===== src/rtl/bfha_pkg.sv =====
package bfha_pkg;

  localparam int MAX_SEGMENTS = 64;
  localparam int HEADER_BYTES = 16;
  localparam int IDX_W = $clog2(MAX_SEGMENTS);
  localparam int CNT_W = $clog2(MAX_SEGMENTS + 1);

  localparam logic [16:0] HEAP_MIN = 17'd64;
  localparam logic [16:0] HEAP_MAX = 17'd65536;

  localparam logic FUNC_ALLOC = 1'b0;
  localparam logic FUNC_FREE  = 1'b1;

  localparam logic [1:0] ST_DONE    = 2'd0;
  localparam logic [1:0] ST_NO_FIT  = 2'd1;
  localparam logic [1:0] ST_UNKNOWN = 2'd2;
  localparam logic [1:0] ST_NULL    = 2'd3;

  typedef struct packed {
    logic        used;
    logic [16:0] size;
    logic [15:0] start;
  } seg_t;

  typedef enum logic [3:0] {
    S_INIT,
    S_IDLE,
    S_SCAN,
    S_EVAL,
    S_SHR,
    S_SHW,
    S_WNEW,
    S_WSEG,
    S_DONE
  } state_t;

endpackage


===== src/rtl/bfha_ram.sv =====
module bfha_ram #(
  parameter int WIDTH = 8,
  parameter int DEPTH = 64
) (
  input  logic                     clk,
  input  logic                     we,
  input  logic [$clog2(DEPTH)-1:0] waddr,
  input  logic [WIDTH-1:0]         wdata,
  input  logic [$clog2(DEPTH)-1:0] raddr,
  output logic [WIDTH-1:0]         rdata
);

  logic [WIDTH-1:0] mem [DEPTH];

  always_ff @(posedge clk) begin
    if (we) begin
      mem[waddr] <= wdata;
    end
    rdata <= mem[raddr];
  end

endmodule


===== src/rtl/best_fit_heap_allocator.sv =====
// Best-fit heap allocator. The segment table lives in one 64-entry RAM with
// registered read. Each request scans the table at one entry per cycle,
// then a split or merge moves the entries above the touched one, each read
// and then written back, and writes the changed entries. A null free skips
// the scan. Items are taken one at a time; a result waits in the output
// register while the next item is accepted. After reset or a heap_bytes write
// the block sets up entry 0 in S_INIT before it takes an item.
module best_fit_heap_allocator
  import bfha_pkg::*;
(
  input  logic        clk,
  input  logic        rst_n,
  input  logic        cfg_wr_en,
  input  logic [16:0] cfg_wr_data,
  input  logic        in_tvalid,
  output logic        in_tready,
  input  logic [31:0] in_tdata,   // request_bytes[15:0], free_address[31:16]
  input  logic        in_tuser,   // func
  output logic        out_tvalid,
  input  logic        out_tready,
  output logic [15:0] out_tdata,  // payload_address[15:0]
  output logic [1:0]  out_tuser   // status[1:0]
);

  state_t state_r, state_nxt;

  logic [16:0]      heap_r;
  logic [CNT_W-1:0] count_r;
  logic [CNT_W-1:0] idx_r, pidx_r, fidx_r, k_r, j_r;
  logic             pv_r, found_r, nxt_ok_r, up_r, func_r;
  logic [16:0]      total_r, bdiff_r;
  logic [15:0]      addr_r;
  logic [1:0]       r_r;
  seg_t             fseg_r, prev_r, last_r, nseg_r, mseg_r;
  logic [1:0]       res_status_r;
  logic [15:0]      res_addr_r;
  logic             out_valid_r;
  logic [15:0]      out_addr_r;
  logic [1:0]       out_status_r;

  logic             we;
  logic [IDX_W-1:0] waddr, raddr;
  seg_t             wdata, rd;
  logic [$bits(seg_t)-1:0] rd_bits;

  logic             accept, split, more, left_m, right_m, cand, hit;
  logic [16:0]      diff, tot_c;
  logic [CNT_W-1:0] jr_sum;

  assign rd        = seg_t'(rd_bits);
  assign accept    = in_tvalid && in_tready;
  assign in_tready = (state_r == S_IDLE);
  assign out_tvalid = out_valid_r;
  assign out_tdata  = out_addr_r;
  assign out_tuser  = out_status_r;

  assign tot_c  = ({1'b0, in_tdata[15:0]} + 17'(HEADER_BYTES) + 17'd15) & ~17'd15;
  assign diff   = rd.size - total_r;
  assign cand   = !rd.used && (rd.size >= total_r);
  assign hit    = ({1'b0, rd.start} + 17'(HEADER_BYTES)) == {1'b0, addr_r};
  assign split  = (bdiff_r > 17'(2 * HEADER_BYTES)) && (count_r < CNT_W'(MAX_SEGMENTS));
  assign left_m  = (fidx_r != '0) && !prev_r.used;
  assign right_m = nxt_ok_r && !nseg_r.used;
  assign jr_sum = j_r + CNT_W'(r_r);
  assign more   = up_r ? (j_r > fidx_r + CNT_W'(1))
                       : ((r_r != 2'd0) && (jr_sum < count_r));

  bfha_ram #(
    .WIDTH($bits(seg_t)),
    .DEPTH(MAX_SEGMENTS)
  ) u_ram (
    .clk  (clk),
    .we   (we),
    .waddr(waddr),
    .wdata(wdata),
    .raddr(raddr),
    .rdata(rd_bits)
  );

  // next state
  always_comb begin
    state_nxt = state_r;
    case (state_r)
      S_INIT: state_nxt = S_IDLE;
      S_IDLE: begin
        if (accept) begin
          state_nxt = (in_tuser == FUNC_FREE && in_tdata[31:16] == 16'd0) ? S_DONE : S_SCAN;
        end
      end
      S_SCAN: if (idx_r == count_r && !pv_r) state_nxt = S_EVAL;
      S_EVAL: begin
        if (!found_r) begin
          state_nxt = S_DONE;
        end else if (func_r == FUNC_ALLOC && split) begin
          state_nxt = S_SHR;
        end else begin
          state_nxt = S_WSEG;
        end
      end
      S_SHR:  state_nxt = more ? S_SHW : (up_r ? S_WNEW : S_DONE);
      S_SHW:  state_nxt = S_SHR;
      S_WNEW: state_nxt = S_WSEG;
      S_WSEG: state_nxt = up_r ? S_DONE : S_SHR;
      S_DONE: if (!out_valid_r || out_tready) state_nxt = S_IDLE;
      default: state_nxt = S_INIT;
    endcase
    if (cfg_wr_en) state_nxt = S_INIT;
  end

  // RAM port control
  always_comb begin
    we    = 1'b0;
    waddr = '0;
    wdata = mseg_r;
    raddr = idx_r[IDX_W-1:0];
    case (state_r)
      S_INIT: begin
        we    = 1'b1;
        wdata = '{used: 1'b0, size: heap_r, start: 16'd0};
      end
      S_SHR: raddr = up_r ? IDX_W'(j_r - CNT_W'(1)) : jr_sum[IDX_W-1:0];
      S_SHW: begin
        we    = 1'b1;
        waddr = j_r[IDX_W-1:0];
        wdata = rd;
      end
      S_WNEW: begin
        we    = 1'b1;
        waddr = IDX_W'(fidx_r + CNT_W'(1));
        wdata = nseg_r;
      end
      S_WSEG: begin
        we    = 1'b1;
        waddr = k_r[IDX_W-1:0];
        wdata = mseg_r;
      end
      default: ;
    endcase
  end

  always_ff @(posedge clk) begin
    if (!rst_n) begin
      state_r     <= S_INIT;
      heap_r      <= HEAP_MAX;
      count_r     <= CNT_W'(1);
      out_valid_r <= 1'b0;
    end else begin
      state_r <= state_nxt;
      if (cfg_wr_en) begin
        if (cfg_wr_data < HEAP_MIN) heap_r <= HEAP_MIN;
        else if (cfg_wr_data > HEAP_MAX) heap_r <= HEAP_MAX;
        else heap_r <= cfg_wr_data;
      end
      case (state_r)
        S_INIT: count_r <= CNT_W'(1);
        S_SHR: if (!more && !up_r) count_r <= count_r - CNT_W'(r_r);
        S_WNEW: count_r <= count_r + CNT_W'(1);
        default: ;
      endcase
      if (state_r == S_DONE && (!out_valid_r || out_tready)) begin
        out_valid_r  <= 1'b1;
        out_addr_r   <= res_addr_r;
        out_status_r <= res_status_r;
      end else if (out_tready) begin
        out_valid_r <= 1'b0;
      end
    end
  end

  // datapath
  always_ff @(posedge clk) begin
    case (state_r)
      S_IDLE: begin
        func_r     <= in_tuser;
        total_r    <= tot_c;
        addr_r     <= in_tdata[31:16];
        idx_r      <= '0;
        pv_r       <= 1'b0;
        found_r    <= 1'b0;
        nxt_ok_r   <= 1'b0;
        res_addr_r <= 16'd0;
        res_status_r <= ST_NULL;
      end
      S_SCAN: begin
        if (idx_r < count_r) begin
          idx_r  <= idx_r + CNT_W'(1);
          pv_r   <= 1'b1;
          pidx_r <= idx_r;
        end else begin
          pv_r <= 1'b0;
        end
        if (pv_r) begin
          last_r <= rd;
          if (func_r == FUNC_ALLOC) begin
            if (cand && (!found_r || diff < bdiff_r)) begin
              found_r <= 1'b1;
              fidx_r  <= pidx_r;
              fseg_r  <= rd;
              bdiff_r <= diff;
            end
          end else if (!found_r && hit) begin
            found_r <= 1'b1;
            fidx_r  <= pidx_r;
            fseg_r  <= rd;
            prev_r  <= last_r;
          end else if (found_r && pidx_r == fidx_r + CNT_W'(1)) begin
            nxt_ok_r <= 1'b1;
            nseg_r   <= rd;
          end
        end
      end
      S_EVAL: begin
        res_addr_r <= 16'd0;
        if (!found_r) begin
          res_status_r <= (func_r == FUNC_ALLOC) ? ST_NO_FIT : ST_UNKNOWN;
        end else if (func_r == FUNC_ALLOC) begin
          res_status_r <= ST_DONE;
          res_addr_r   <= fseg_r.start + 16'(HEADER_BYTES);
          k_r  <= fidx_r;
          up_r <= 1'b1;
          j_r  <= count_r;
          nseg_r <= '{used: 1'b0, size: bdiff_r, start: fseg_r.start + total_r[15:0]};
          mseg_r <= '{used: 1'b1, size: split ? total_r : fseg_r.size,
                      start: fseg_r.start};
        end else begin
          // merge with free neighbors; at most one on each side
          res_status_r <= ST_DONE;
          up_r <= 1'b0;
          r_r  <= {1'b0, left_m} + {1'b0, right_m};
          k_r  <= left_m ? fidx_r - CNT_W'(1) : fidx_r;
          j_r  <= (left_m ? fidx_r - CNT_W'(1) : fidx_r) + CNT_W'(1);
          mseg_r <= '{used: 1'b0,
                      size: fseg_r.size + (left_m ? prev_r.size : 17'd0)
                            + (right_m ? nseg_r.size : 17'd0),
                      start: left_m ? prev_r.start : fseg_r.start};
        end
      end
      S_SHW: j_r <= up_r ? j_r - CNT_W'(1) : j_r + CNT_W'(1);
      default: ;
    endcase
  end

endmodule


===== config.mk =====
export PLATFORM = sky130hd
export DESIGN_NAME = best_fit_heap_allocator
export DESIGN_NICKNAME = d
export VERILOG_FILES = /design/src/rtl/bfha_pkg.sv /design/src/rtl/bfha_ram.sv /design/src/rtl/best_fit_heap_allocator.sv
export SDC_FILE = /design/constraint.sdc
export NUM_CORES = 2
export LEC_CHECK = 0
export BUFFER_PORTS_ARGS = -buffer_cell sky130_fd_sc_hd__buf_4
export CORE_AREA = 8 8 611 493
export CTS_BUF_LIST = sky130_fd_sc_hd__clkbuf_4 sky130_fd_sc_hd__clkbuf_8 sky130_fd_sc_hd__clkbuf_16
export DETAILED_ROUTE_END_ITERATION = 7
export DIE_AREA = 0 0 619 501
export GPL_ROUTABILITY_DRIVEN = 0
export PLACE_DENSITY = 0.56
export SLEW_MARGIN = 20
export SYNTH_ARGS = -nofsm -noshare
export SYNTH_HDL_FRONTEND = slang
export SYNTH_HIERARCHICAL = 1
export SYNTH_SLANG_ARGS = --single-unit

===== constraint.sdc =====
create_clock -name clk -period 6.9 [get_ports clk]
set_input_delay 0.69 -clock clk [delete_from_list [all_inputs] [get_ports clk]]
set_output_delay 0.69 -clock clk [all_outputs]
set_load 0.01 [all_outputs]

==> impl_metrics.sql <==
INSERT INTO impl_metrics (metric_group, metric, value, unit) VALUES
('global_routing', 'antenna_found_initial', '36', ''),
('cts', 'cts.sink_count', '2530', ''),
('logic_synthesis', 'synth_fp_nets', '5522', ''),
('logic_synthesis', 'ff_latch_count_synth', '2530', ''),
('logic_synthesis', 'postSynthAreaPerCell', '18.9', 'um^2'),
('logic_synthesis', 'synth_top_cells_by_count', 'edfxtp_1, mux4_2, nand2_1', ''),
('layout', 'drive_gt1_frac', '0.238', ''),
('detailed_routing', 'routed_via_count', '55300', ''),
('min_path', 'hold_crit_class', 'input port to flip-flop', ''),
('logic_synthesis', 'synth.lib_cells_used.distinct', '82', ''),
('die', 'io-pin-count', '75', ''),
('die', 'start_util', '0.347', ''),
('timing', 'setup_tns', '0', 'ns'),
('logic_synthesis', 'post_synth_top_area_cell', 'edfxtp_1', ''),
('logic_synthesis', 'mappedNetlistArea', '0.101', 'mm^2'),
('die', 'die_w', '619', 'um'),
('cts', 'postCtsSetupRepairBufs', '0', ''),
('power_and_ir_drop', 'power_per_cell_area', '279', 'mW/mm^2'),
('place', 'placedCellCount', '9266', ''),
('timing', 'setup_repair_after_global_routing_missed_its_margin', 'false', ''),
('worst_setup_path', 'regToRegSetupSlack', '1.11', 'ns'),
('cts', 'cts-resized-gates', '0', ''),
('cts', 'cts_tree', 'yes', ''),
('timing', 'tightest_slew', '1.21', 'ns'),
('logic_synthesis', 'synthFlopType', 'edfxtp_1', ''),
('power_and_ir_drop', 'peakVddDrop', '0.000218', 'V'),
('global_routing', 'grt_util_all_layers', '0.192', ''),
('timing', 'period_needed', '5.79', 'ns'),
('cts', 'clk_pin_slew_worst_paths', '0.06', 'ns'),
('timing', 'postLayoutSetupSlackWorst', '1.11', 'ns'),
('cts', 'clockRootBuffer', 'clkbuf_16', ''),
('detailed_routing', 'detail_route.drc_violations', '0', ''),
('layout', 'nets', '5826', ''),
('timing', 'hold_viol', '0', ''),
('detailed_routing', 'drt_first_iter_violations', '8028', ''),
('layout', 'fin_cells', '9727', ''),
('detailed_routing', 'dr.pass1.iters', '8', ''),
('worst_setup_path', 'timing.critical_path.to', 'u_ram/rdata[9]', ''),
('detailed_routing', 'routedWlPerCell', '31.4', 'um'),
('timing', 'setup_viol', '0', ''),
('run', 'timing.max_cap.violations', '0', ''),
('die', 'design.die.area', '0.310', 'mm^2'),
('timing', 'number_of_slew_limit_violations_in_the_final_report', '0', ''),
('place', 'placement_stage_worst_setup_slack', '1.00', 'ns'),
('worst_setup_path', 'startpoint', 'state_r[2]', ''),
('logic_synthesis', 'share_of_synthesized_area_occupied_by_flip_flops_and_latches', '0.744', ''),
('logic_synthesis', 'synth_top_area_share', '0.732', ''),
('worst_setup_path', 'path_max_fanout', '48', ''),
('global_routing', 'global_route.overflow_total', '0', ''),
('detailed_routing', 'vias_per_cell', '5.68', ''),
('logic_synthesis', 'share_of_flip_flops_with_an_asynchronous_set_or_reset', '0', ''),
('power_and_ir_drop', 'leakagePower', '0.0378', 'uW'),
('logic_synthesis', 'synth-warning-count', '6', ''),
('worst_setup_path', 'worst_setup_path_start_kind', 'flip-flop', ''),
('worst_setup_path', 'timing.critical_path.arrival', '6.54', 'ns'),
('global_routing', 'vias_in_the_first_global_route', '53800', ''),
('logic_synthesis', 'most_repeated_cell_in_the_gate_level_netlist_after_synthesis', 'edfxtp_1', ''),
('timing', 'worst_slew_margin_rel', '0.189', ''),
('layout', 'areaGrowthSynthToFinish', '14.9', '%'),
('cts', 'insertion_delay', '0.91', 'ns'),
('timing', 'fmax', '173', 'MHz'),
('cts', 'cts_htree_levels', '4', ''),
('worst_setup_path', 'setup.worst_path.class', 'flip-flop to flip-flop', ''),
('place', 'hpwlAfterDp', '188000', 'um'),
('outcome', 'status', 'finished, final reports clean', ''),
('layout', 'layout.filler_cells', '26100', ''),
('detailed_routing', 'post_drt_antenna_nets', '0', ''),
('die', 'core_box_area', '0.292', 'mm^2'),
('global_routing', 'grt_pass1_wl', '426000', 'um'),
('worst_setup_path', 'critPathRequiredTime', '7.65', 'ns'),
('die', 'height_of_the_die', '501', 'um');
-- power by group --
group          switching, uW  internal [uW]  total (uW)  leakage (uW)
Combinational           1210            612        1820        0.0105
Clock                   5770           7710       13500       0.00398
Sequential               170          17000       17200        0.0233
Total                   7150          25300       32500        0.0378
-- what timing repair did --
action,in CTS,in global routing
hold buffers,18,0
hold endpoints to repair,18,0
setup endpoints to repair,0,0
-- how the worst min path moves through the flow --
stage                         start      endpoint  slack, ns  depth (start not counted)
floorplan             res_addr_r[0]  out_tdata[0]       0.40                          0
global placement         last_r[18]    prev_r[18]       0.40                          0
detailed placement        last_r[9]     prev_r[9]       0.41                          0
CTS                  cfg_wr_data[0]     heap_r[0]      0.003                          2
global route        cfg_wr_data[14]    heap_r[14]       0.04                          2
finish              cfg_wr_data[14]    heap_r[14]       0.06                          2
-- through the flow --
| step | total power [uW] | hold WS, ns | utilization |
|---|---|---|---|
| floorplan | 18400 | 0.400 | - |
| global placement | 19300 | 0.402 | 0.371 |
| detailed placement | 19300 | 0.406 | 0.371 |
| CTS | 32700 | 0.00258 | 0.399 |
| global route | 33300 | 0.0352 | 0.399 |
| finish | 32500 | 0.0606 | 0.399 |
-- state kept, by name, indices dropped and copies added, names as in the netlist, 16 cells and up --
signal	count
addr_r	16
u_ram/mem	2176
heap_r	17
fseg_r	33
nseg_r	34
res_addr_r	16
u_ram/rdata	34
bdiff_r	17
out_tdata	16
mseg_r	33
prev_r	34
last_r	34
-- critical path, stage by stage, from the launching register on --
cell and delay [ns]:
dfxtp_1 0.72, nand2b_1 0.34, or3_1 0.76, o21ai_4 1.06, buf_12 0.39, buf_12 0.32
mux4_2 0.34, nor2b_1 0.14, a211oi_1 0.64, o22ai_1 0.50, and3_1 0.29
-- placed cells by master (no fill, tap or decap), drive strengths merged, types with 10 or more instances in the layout --
cell type / n
a211oi: 30
a21o: 17
a21oi: 83
a222oi: 34
a22o: 16
a22oi: 83
a31oi: 20
and2: 44
and3: 33
buf: 327
bufinv: 23
clkbuf: 309
clkinv: 89
clkinvlp: 10
dfxtp: 63
dlygate4sd3: 18
edfxtp: 2467
fa: 21
ha: 94
inv: 105
mux2: 29
mux2i: 155
mux4: 476
nand2: 299
nand2b: 24
nand3: 117
nand4: 64
nor2: 179
nor2b: 45
nor3: 29
o21a: 16
o21ai: 132
o221ai: 63
o22a: 10
o22ai: 59
or2: 17
xnor2: 64
xor2: 51
-- layer usage --
metal  routed length, um  GRT usage  vias up  part of all wire
met4                6460     0.0415        4             0.021
met3               31900     0.0422      358              0.10
met1              133000      0.289    29500              0.43
met2              134000      0.285     2901              0.44
li1                    -          -    22500                 -
met5                  24          0        -          0.000079
-- logic make-up (layout without fill, tap and decap cells) --
group	Yosys count	count (layout)	synth area share
DFF	2530	2530	0.744
and+or+nand+nor	904	904	0.0432
muxes	660	660	0.124
AOI/OAI and AO/OA	645	645	0.0445
buffers and inverters	381	881	0.0176
xor gates and xnor gates	117	117	0.0104
adders and majority gates	115	115	0.0158
other	0	5	0
-- layout make-up --
class                   count  share of cell area
diodes                      5            0.000108
clock buffers             309              0.0577
clock inverters           129              0.0108
inverters                  98             0.00316
multi-input cells        2441               0.214
flip-flops and latches   2530               0.647
well taps                3870              0.0416
repair buffers            345              0.0255
Power figures use the tool's default switching activity.
